**config.mk**
```make
export PLATFORM = sky130hd
export DESIGN_NAME = swmc_ram
export DESIGN_NICKNAME = d
export VERILOG_FILES = /design/src/hw/rtl/swmc_ram.sv
export SDC_FILE = /design/constraint.sdc
export NUM_CORES = 1
export LEC_CHECK = 0
export ABC_CLOCK_PERIOD_IN_PS = 1800
export BUFFER_PORTS_ARGS = -buffer_cell sky130_fd_sc_hd__buf_2
export CAP_MARGIN = 30
export CORE_MARGIN = 3
export CORE_UTILIZATION = 55
export CTS_CLUSTER_DIAMETER = 100
export CTS_CLUSTER_SIZE = 25
export DETAILED_ROUTE_END_ITERATION = 16
export PLACE_DENSITY_LB_ADDON = 0.08
export SETUP_SLACK_MARGIN = 0.5
export SYNTH_ARGS = -nofsm -noshare
export SYNTH_HDL_FRONTEND = slang
export SYNTH_SLANG_ARGS = --single-unit
```
**constraint.sdc**
```tcl
create_clock -name clk -period 1.8 [get_ports clk]
set_input_delay 0.18 -clock clk [delete_from_list [all_inputs] [get_ports clk]]
set_output_delay 0.18 -clock clk [all_outputs]
set_load 0.03 [all_outputs]
```
**src/hw/rtl/swmc_ram.sv**
```systemverilog
module swmc_ram #(
  parameter int unsigned Width = 8,
  parameter int unsigned Depth = 16
) (
  input  logic                     clk,
  input  logic                     we,
  input  logic [$clog2(Depth)-1:0] waddr,
  input  logic [Width-1:0]         wdata,
  input  logic [$clog2(Depth)-1:0] raddr,
  output logic [Width-1:0]         rdata
);
  logic [Width-1:0] mem [Depth];

  always_ff @(posedge clk) begin
    if (we) begin
      mem[waddr] <= wdata;
    end
    rdata <= mem[raddr];
  end
endmodule

```
==> Yosys cells after proc, flatten, opt, wreduce, memory -nomap -nowiden <==
Memories as Yosys holds them, arrays and structs flattened. A register that Yosys moved wholly into a read port is not among the register bits.
Cells that the tools add are included.
{ "totals": {"regBits": 0, "mem_bits_rw": 128, "input_bits": 18, "output_inout_bits": 8, "wordCells": 3, "mem_count": 1} }
{ "classes": {"n_mux": 2} }
{ "memory_table": {"columns": ["name", "depth", "word_bits", "read_ports", "rd_clocked_by_memory_dff", "wr", "line_no", "rtl"], "rows": [
  ["mem", 16, 8, 1, 1, 1, "12", "logic [Width-1:0] mem [Depth];"]
]} }
{ "op_table": {"columns": ["cell", "n"], "rows": [
  ["1-bit two-way mux", 2]
]} }

==> Logic depth before layout (Yosys ltp) <==
Gate-level depths: netlist of run 1.
{ "depth": {"depth_word": 2, "depth_mapped": 5} }

==> Least setup slack after synthesis of run 1 <==
Ideal clock, no wire load.
{ "synth_timing": {"path_kind": "input to register", "startpoint": "input port waddr[2]", "endpoint": "memory mem[0][0] (enable)", "setup_ns": 0.383, "t_arrival_ns": 1.290, "path_slack_ns": 0.127, "path_stages": 2, "cell_sequence": "or3b_2 nor3_1"} }
{ "synth_rtl": {"columns": ["element", "line_no", "rtl"], "rows": [
  ["start: declaration", "7", "input logic [$clog2(Depth)-1:0] waddr,"],
  ["end: declaration", "12", null]
]} }
Straight into the memory's write port.

==> metrics.md, run 1 <==
| Metric | Value |
|---|---|
| Worst Reg-to-Reg Cells | 3 |
| Hold Path Sink | mem[6][7] |
| Starting DRT DRC Count | 208 |
| Via density | 5.99 |
| Nets@finish | 307 |
| Final antenna-violating net count | 0 |
| Vias in the first global route | 2555 |
| Final setup fails | 0 |
| CTS tree | built |
| Largest net degree at the start of global routing | 26 |
| Root Buffer | clkbuf_8 |
| Tightest Pin Transition | 0.485 ns |
| N_diodes | 0 |
| Async SR Flop Fraction | 0 |
| Number of max-cap violations | 0 |
| RSZ-0062 raised after global routing | yes |
| Initial antenna violation count | 0 |
| Worst path required time | 2.19 ns |
| Tmin final | 1.31 ns |
| Instance count of the mapped netlist | approximately 230 |
| Share of cells above drive strength 1 | 0.381 |
| Synth cell types | 19 |
| Hold path start | wdata[7] |
| Sequential share of the synthesized area | 0.778 |
| LEAKAGE | 0.00210 uW |
| Period utilization | 0.728 |
| Synthesized net count | about 250 |
| First-pass GRT wire length | 14400 um |
| Slew Viols, Final | 0 |
| Ordered list of cells on the worst path | mux4_2, a22oi_2, nand2_1 |
| Clock sinks | 136 |
| Clk pin slew, worst setup/hold paths | 0.06 ns |
| GRT Total Usage | 0.197 |
| Fin worst setup slack | 0.489 ns |
| Initial Utilization | 0.579 |
| Die X | 103 um |
| Critical-path maximum fanout | 1 |
| Hold WC Path Type | input pin to flip-flop |
| Residual DRC | 0 |
| Num rows | 34 |
| Final std cells w/o fill | roughly 400 |
| Synthesis warning total | 0 |
| Area grow syn2layout | 19.2% |
| Slowest stage delay, CP | 0.49 ns |
| Critical path class | flip-flop to flip-flop |
| Die Ht | 103 um |
| Clock buffer count from CTS | 17 |
| Critical path's slowest cell | mux4_2 |
| Routed WL | 9370 um |
| Pre-Repair DR Iteration Count | 6 |
| Dpl ws | ~0.19 ns |
| Placed insts | 378 |
| Power, Total | 7030 uW |
| Worst EP arrival | roughly 1.7 ns |
| Clock Latency Late Sink | roughly 0.5 ns |
| R2r startpoint | mem[0][2] |
| Setup crit end kind | flip-flop |
| Reg2reg end | rdata[2] |
| I/O pin total | 26 |
| Longest Clk Path Bufs | 2 |
| Hold Violations, Final | 0 |
| Vias | around 2500 |
| WL/cell | 22.9 um |
| Placer Congestion | between 0.7 and 0.8 |
| Peak supply drop | 0.000726 V |
| H-tree levels | 4 |
| Core Area | 8890 um^2 |
| WHS Path Cells | 1 |
| Status | finished clean |
| GRT overflow | 0 |
| Relative slew slack | 0.676 |
| Die footprint | 10600 um^2 |
| CP startpoint kind | flip-flop |
| Mapped Area | 5150 um^2 |
| Clk_skew | 0.00958 ns |
| FMAX | ~760 MHz |
| Post-synth EDFFs | 128 |
| #FFs+latches synth | 136 |
| Filler Cell Count | about 560 |
| Sum Neg Setup Slack | 0 ns |
| Syn_area_per_cell | approximately 22 um^2 |
| R2R Setup Slk | 0.49 ns |
| IO Port Bufs | 25 |
| HPWL Detailed | 5970 um |
| PwrDens | between 1000 and 1500 nW/um^2 |
| Top FF cell, synth | edfxtp_1 |
==> worst max path at each step <==
stage               slack, ns  endpoint       from
finish                   0.49  rdata[2]  mem[0][2]
floorplan                0.48  rdata[1]   raddr[0]
detailed placement       0.19  rdata[2]   raddr[0]
global placement         0.21  rdata[2]   raddr[0]
global route             0.44  rdata[1]  mem[1][1]
CTS                      0.49  rdata[2]  mem[0][2]
==> metrics by stage <==
stage          hold WS, ns  area [um^2]  utilization
3_5_place_dp         0.571         5590        0.628
2_1_floorplan        0.279         5190            -
5_1_grt             0.0504         6130        0.690
3_3_place_gp         0.565         5590        0.628
6_report            0.0482         6130        0.690
4_1_cts             0.0385         6130        0.690
==> worst max-delay path, delay by kind of cell (launching register included) <==
kind            cells  cell delay [ns]
simple gates        1             0.07
flops               1             0.38
compound gates      1             0.25
mux                 1             0.49
==> layout make-up <==
cell class / instances / area, um^2 / share of cell area
multi-input cells: 83 / 1100 / 0.180
clock inverters: 9 / 75.1 / 0.0122
repair buffers: 51 / 358 / 0.0583
clock buffers: 23 / 457 / 0.0745
flip-flops and latches: 136 / 4000 / 0.653
well taps: 108 / 135 / 0.0220
==> state kept, by name, summed over array words and instances, names as in the netlist <==
register and flops:
rdata 8, mem 128
==> cells in the mapped netlist (2+ instances only) <==
| cell type | number | area [um^2] |
|---|---|---|
| mux4_2 | 18 | 405 |
| buf_6 | 3 | 33.8 |
| a22oi_1 | 16 | 120 |
| clkdlybuf4s25_2 | 3 | 30.0 |
| edfxtp_1 | 128 | 3840 |
| nor3_1 | 4 | 20.0 |
| dfxtp_1 | 8 | 160 |
| mux4_1 | 14 | 368 |
| nand2_1 | 9 | 33.8 |
| nor2_1 | 13 | 48.8 |
| nand2b_1 | 2 | 12.5 |
| buf_2 | 3 | 15.0 |
| nand3b_1 | 2 | 15.0 |
==> timing repair <==
action | 4_1_cts | 5_1_grt
pin swaps | 2 | 6
resized for setup | 7 | 5
hold buffers | 0 | 0
endpoints found under the setup margin | 6 | 8
buffers inserted | 0 | 0
==> power by group <==
group / internal [uW] / total (uW) / leakage [uW] / switching [uW]
clock: 1890 / 3070 / 0.000263 / 1190
sequential: 3540 / 3560 / 0.00122 / 17.2
combinational: 161 / 392 / 0.000610 / 231
==> cells in the final DEF (no fill, tap or decap), drive strengths merged <==
master,n
clkbuf,23
clkinv,7
bufinv,1
edfxtp,128
nor2b,1
or3b,1
clkinvlp,1
mux4,32
nor2,13
nor3,4
a22oi,16
nand3,1
and2,1
and2b,1
dfxtp,8
nand3b,2
nand2b,2
nand2,9
buf,51
==> cell families (layout without fill, tap and decap cells) <==
| group | count (synthesis) | count (layout) | synth area share |
|---|---|---|---|
| flip-flops | 136 | 136 | 0.778 |
| multiplexers | 32 | 32 | 0.150 |
| AND/OR/NAND/NOR | 35 | 35 | 0.0318 |
| AO/OA/AOI/OAI | 16 | 16 | 0.0233 |
| buffers and inverters | 10 | 83 | 0.0168 |
==> per-layer routing <==
layer,vias to the layer above,GRT usage,part of all wire
met1,1285,0.271,0.44
li1,1092,-,-
met4,0,0.0667,0.0097
met2,70,0.315,0.50
met3,9,0.0507,0.043
met5,-,0,0
Note: power is estimated with default switching activity, not from simulation.
==> inputs of run 2 (changes only) <==
ABC_CLOCK_PERIOD_IN_PS = 1070   (was 1800)
CORE_UTILIZATION = 54   (was 55)
clock period = 1.07 ns   (was 1.8 ns; I/O delays follow)
==> metrics.md, run 2 (synthesis gave the netlist of run 1 again) <==
| Metric | Value |
|---|---|
| FF+latch area | 4010 um^2 (+0.22%) |
| Final setup fails | 13 (+13) |
| Status | complete, but fails checks |
| Core Area | 8980 um^2 (+0.96%) |
| Num rows | 34 (unchanged) |
| Largest register FFs | 128 (unchanged) |
| Worst hold slack | -0.0243 ns (-0.0725 ns) |
| Setup crit end kind | flip-flop |
| Worst path required time | 1.47 ns (-0.72 ns) |
| Placer Congestion | 0.743 (-3.8%) |
| Placed insts | 398 (+5.3%) |
| Fin worst setup slack | -0.215 ns (-0.704 ns) |
| Via density | 5.75 (-4.0%) |
| Commonest cells after routing, fill and taps aside | 128 x edfxtp_1, 32 x mux4_2, 18 x buf_6 |
| Period utilization | 1.20 (+0.473) |
| N_diodes | 0 (unchanged) |
| Dpl ws | -0.466 ns (-0.652 ns) |
| Power, Total | 12500 uW (+78%) |
| Clock sinks | 136 (unchanged) |
| Multi-input gate area | 1200 um^2 (+8.4%) |
| Vias | 2502 (+1.9%) |
| Die X | 104 um (+0.87%) |
| Final antenna-violating net count | 0 (unchanged) |
| Clock Latency Late Sink | 0.51 ns (about the same) |
| Largest registers | mem: 128 flops, rdata: 8 flops |
| Number of max-cap violations | 0 (unchanged) |
| Tightest Pin Transition | 0.807 ns (+0.322 ns) |
| Hold Violations, Final | 84 (+84) |
| Largest net degree at the start of global routing | 20 (-23%) |
| Net Switching | 2610 uW (+82%) |
| CP Launch Point | mem[14][3] |
| LEAKAGE | 0.00220 uW (+5.1%) |
| GRT overflow | 0 (unchanged) |
| Sum Neg Setup Slack | -1.48 ns (-1.48 ns) |
| Relative slew slack | 0.460 (-0.215) |
| Initial Utilization | 0.573 (-0.00549) |
| First-pass GRT wire length | 15000 um (+3.9%) |
| FMAX | 778 MHz (+2.0%) |
| Die footprint | 10700 um^2 (+1.7%) |
| RSZ-0062 raised after global routing | yes |
| Switching Share | 0.208 (+0.00374) |
| Int Power | 9920 uW (+77%) |
| GRT Total Usage | 0.193 (-0.00487) |
| Hold WC Path Type | input pin to flip-flop |
| H-tree levels | 4 (unchanged) |
| Comb power frac | 0.065 (+0.009) |
| Clk_skew | 0.00966 ns (+0.0000742 ns) |
| Vias in the first global route | 2587 (+1.3%) |
| Area grow syn2layout | 28.9% |
| Nets@finish | 314 (+2.3%) |
| IO Port Bufs | 25 (unchanged) |
| Share of cells above drive strength 1 | 0.495 (+0.114) |
| Longest Clk Path Bufs | 2 (unchanged) |
| PwrDens | 1890 nW/um^2 (+65%) |
| Final std cells w/o fill | 435 (+6.1%) |
| Root Buffer | clkbuf_8 |
| Peak supply drop | 0.00136 V (+88%) |
| CTS tree | built |
| WL/cell | 22.4 um (-2.1%) |
| Pre-Repair DR Iteration Count | 4 (-2) |
| Seq pwr share | 0.480 (-0.027) |
| R2r startpoint | mem[14][3] |
| Initial antenna violation count | 0 (unchanged) |
| Critical path class | flip-flop to flip-flop |
| CP startpoint kind | flip-flop |
| Hold path start | wdata[5] |
| Die Ht | 104 um (+0.87%) |
| Tmin final | 1.28 ns (-0.0256 ns) |
| Commonest non-fill, non-tap cell in the layout | edfxtp_1 |
| Critical-path maximum fanout | 1 (unchanged) |
| Worst EP arrival | 1.68 ns (-0.02 ns) |
| Filler Cell Count | 505 (-9.2%) |
| Slew Viols, Final | 0 (unchanged) |
| Register with the most flip-flops | mem |
| Residual DRC | 0 (unchanged) |
| Starting DRT DRC Count | 191 (-8.2%) |
| Routed WL | 9730 um (+3.9%) |
| Clock buffer count from CTS | 17 (unchanged) |
| HPWL Detailed | 6110 um (+2.4%) |
| Failing checks | negative hold slack, negative setup slack |
| I/O pin total | 26 (unchanged) |
| Clk pin slew, worst setup/hold paths | 0.06 ns (about the same) |
| Clock Power Share | 0.455 (+0.017) |
[run 2: worst paths after layout]
check	to	slack, ns	cells past startpoint
setup reg to reg	rdata[3]	-0.21	3
setup / recovery	rdata[3]	-0.21	3
hold / removal	mem[14][5]	-0.02	1
hold reg to reg	rdata[4]	0.68	3
[run 2: repair_timing]
action / 4_1_cts / 5_1_grt
buffers inserted: 1 / 4
gates resized for setup: 41 / 3
hold endpoints to repair: 128 / 112
setup endpoints to repair: 120 / 136
pin swaps: 11 / 7
[run 2: metal layers]
| metal | up-vias | GRT usage | routed length (um) |
|---|---|---|---|
| li1 | 1098 | - | - |
| met1 | 1317 | 0.258 | 4070 |
| met2 | 76 | 0.301 | 5020 |
| met3 | 11 | 0.0585 | 512 |
| met4 | 0 | 0.0741 | 127 |
| met5 | - | 0 | 0 |
[run 2: critical path, cell delays in order (launching register included)]
cell	delay [ns]
edfxtp_1	0.39
mux4_2	0.51
a22oi_1	0.19
nand2_1	0.07
[run 2: cell type report]
| cell class | count | share of cell area |
|---|---|---|
| clock inverter | 13 | 0.0253 |
| timing repair buffer | 58 | 0.102 |
| multi-input combinational | 83 | 0.180 |
| sequential | 136 | 0.605 |
| clock buffer | 19 | 0.0635 |
| tap | 126 | 0.0238 |
[run 2: power by group through the flow]
| stage | logic (uW) | registers (uW) | clock network (uW) |
|---|---|---|---|
| after global routing | 871 | 6020 | 6030 |
| final | 815 | 6010 | 5700 |
| after detailed placement | 736 | 6100 | 0 |
| after CTS | 809 | 6010 | 5790 |
| after global placement | 722 | 6100 | 0 |
| after floorplan | 361 | 6160 | 0 |
[run 2: per-stage QoR]
stage	instance area [um^2]	util
floorplan	5280	-
global placement	5840	0.650
detailed placement	5840	0.650
CTS	6570	0.732
global route	6640	0.739
finish	6640	0.739
==> inputs of run 3 (changes only) <==
PLACE_DENSITY = 0.8   (was default)
PLACE_DENSITY_LB_ADDON = default   (was 0.08)
==> metrics.md, run 3 (synthesis gave the netlist of run 1 again) <==
| Metric | Value |
|---|---|
| H-tree levels | 4 (unchanged) |
| Largest registers | mem: 128 flops, rdata: 8 flops |
| First-pass GRT wire length | 15500 um (+3.9%) |
| Worst EP arrival | 1.71 ns (+0.03 ns) |
| Commonest non-fill, non-tap cell in the layout | edfxtp_1 |
| Clock Power Share | 0.444 (-0.011) |
| Hold WC Path Type | input pin to flip-flop |
| Register with the most flip-flops | mem |
| Peak supply drop | 0.00108 V (-21%) |
| Final std cells w/o fill | 436 (+0.23%) |
| Initial Utilization | 0.573 (unchanged) |
| N_diodes | 0 (unchanged) |
| Largest net degree at the start of global routing | 18 (-10%) |
| Clk pin slew, worst setup/hold paths | 0.06 ns (about the same) |
| WL/cell | 22.9 um (+2.3%) |
| Clock sinks | 136 (unchanged) |
| Finished Core Util | 0.744 (+0.00446) |
| Critical-path maximum fanout | 1 (unchanged) |
| FMAX | 765 MHz (-1.6%) |
| Met2 usage | 0.329 (+0.0280) |
| Final setup fails | 14 (+1) |
| Placed insts | 400 (+0.50%) |
| CP Depth | 3 (unchanged) |
| Worst hold slack | -0.0359 ns (-0.0116 ns) |
| Pre-Repair DR Iteration Count | 7 (+3) |
| Comb power frac | 0.068 (+0.003) |
| Number of max-cap violations | 0 (unchanged) |
| RSZ-0062 raised after global routing | yes |
| Starting DRT DRC Count | 136 (-29%) |
| PwrDens | 1850 nW/um^2 (-2.3%) |
| Tightest Pin Transition | 0.923 ns (+0.116 ns) |
| Nets@finish | 315 (+0.32%) |
| Worst Path Buf+Inv | 0 (unchanged) |
| Final antenna-violating net count | 0 (unchanged) |
| Period utilization | 1.22 (+0.0201) |
| Grt met3 use | 0.0585 (unchanged) |
| Commonest cells after routing, fill and taps aside | 128 x edfxtp_1, 32 x mux4_2, 19 x buf_12 |
| Vias | 2555 (+2.1%) |
| IO Port Bufs | 25 (unchanged) |
| R2R Setup Slk | -0.24 ns (-0.02 ns) |
| Clk_skew | 0.00760 ns (-0.00205 ns) |
| Share of cells above drive strength 1 | 0.510 (+0.0145) |
| I/O pin total | 26 (unchanged) |
| Switching Share | 0.215 (+0.00708) |
| Die X | 104 um (unchanged) |
| CP Capture Point | rdata[0] |
| Setup crit end kind | flip-flop |
| Ordered list of cells on the worst path | mux4_2, a22oi_2, nand2_1 |
| HPWL Detailed | 6340 um (+3.8%) |
| Core Area | 8980 um^2 (unchanged) |
| Largest register FFs | 128 (unchanged) |
| Hold Violations, Final | 112 (+33%) |
| Worst Reg-to-Reg Cells | 3 (unchanged) |
| Seq pwr share | 0.488 (+0.008) |
| Clock Latency Late Sink | 0.53 ns (+0.02 ns) |
| Residual DRC | 0 (unchanged) |
| Via density | 5.86 (+1.9%) |
| Gr busiest metal | met2 |
| Int Power | 9670 uW (-2.5%) |
| GRT overflow | 0 (unchanged) |
| Longest Clk Path Bufs | 2 (unchanged) |
| Initial antenna violation count | 0 (unchanged) |
| Routed WL | 9980 um (+2.6%) |
| Slew Viols, Final | 0 (unchanged) |
| LEAKAGE | 0.00220 uW (about the same) |
| Placer Congestion | 0.743 (about the same) |
| Root Buffer | clkbuf_8 |
| Status | complete, but fails checks |
| Fin worst setup slack | -0.236 ns (-0.0215 ns) |
| Area grow syn2layout | 29.7% |
| Reg2reg end | rdata[0] |
| Crit-path leading delay family | multiplexers |
| Slowest stage delay, CP | 0.52 ns (about the same) |
| Failing checks | negative hold slack, negative setup slack |
| CP Launch Point | mem[0][0] |
| Met1 usage | 0.252 (-0.00646) |
| GRT Total Usage | 0.201 (+0.00884) |
| Die footprint | 10700 um^2 (unchanged) |
| Num rows | 34 (unchanged) |
| Net Switching | 2650 uW (+1.7%) |
| Relative slew slack | 0.383 (-0.0769) |
| CP startpoint kind | flip-flop |
| Sum Neg Setup Slack | -1.63 ns (-0.151 ns) |
| Die Ht | 104 um (unchanged) |
| R2r startpoint | mem[0][0] |
| Worst path required time | 1.48 ns (about the same) |
| Critical path class | flip-flop to flip-flop |
| CTS tree | built |
| Vias in the first global route | 2725 (+5.3%) |
| Critical path's slowest cell | mux4_2 |
| Tmin final | 1.31 ns (+0.0215 ns) |
| Clock buffer count from CTS | 17 (unchanged) |
run 3: final cells by class:
| class | instances | area (um^2) |
|---|---|---|
| clock inverter | 15 | 154 |
| fill | 457 | 2300 |
| sequential | 136 | 4010 |
| timing repair buffer | 59 | 718 |
| tap | 126 | 158 |
| clock buffer | 17 | 414 |
| multi-input combinational | 83 | 1220 |
run 3: routing by layer:
layer  vias up  routed length (um)  part of all wire
li1       1104                   -                 -
met1      1314                3820              0.38
met2       115                5200              0.52
met3        22                 704             0.071
met4         0                 255             0.026
met5         -                   0                 0
run 3: metrics by stage:
stage	total power [uW]	setup WS (ns)	instance area, um^2
floorplan	6520	-0.140	5280
global placement	6820	-0.402	5880
detailed placement	6840	-0.428	5880
CTS	12300	-0.221	6620
global route	12600	-0.235	6680
finish	12300	-0.236	6680
run 3: power groups by stage:
| stage | clock (uW) | sequential (uW) | combinational [uW] |
|---|---|---|---|
| after global placement | 0 | 6100 | 719 |
| after global routing | 5740 | 6020 | 892 |
| after CTS | 5500 | 6010 | 831 |
| after floorplan | 0 | 6160 | 361 |
| final | 5470 | 6010 | 840 |
| after detailed placement | 0 | 6100 | 739 |
run 3: what timing repair did:
item,4_1_cts,5_1_grt
pin swaps,9,4
buffers inserted,2,2
setup endpoints to repair,120,144
gates resized for setup,46,5
endpoints found under the hold margin,128,126
run 3: how the worst min path moves through the flow:
stage             start   endpoint  slack (ns)  cells after the start
2_1_floorplan  wdata[0]  mem[0][0]        0.21                      0
3_3_place_gp   wdata[0]  mem[5][0]        0.49                      1
3_5_place_dp   wdata[2]  mem[8][2]        0.50                      1
4_1_cts        wdata[0]  mem[6][0]       -0.05                      1
5_1_grt        wdata[0]  mem[5][0]       -0.04                      1
6_report       wdata[0]  mem[5][0]       -0.04                      1
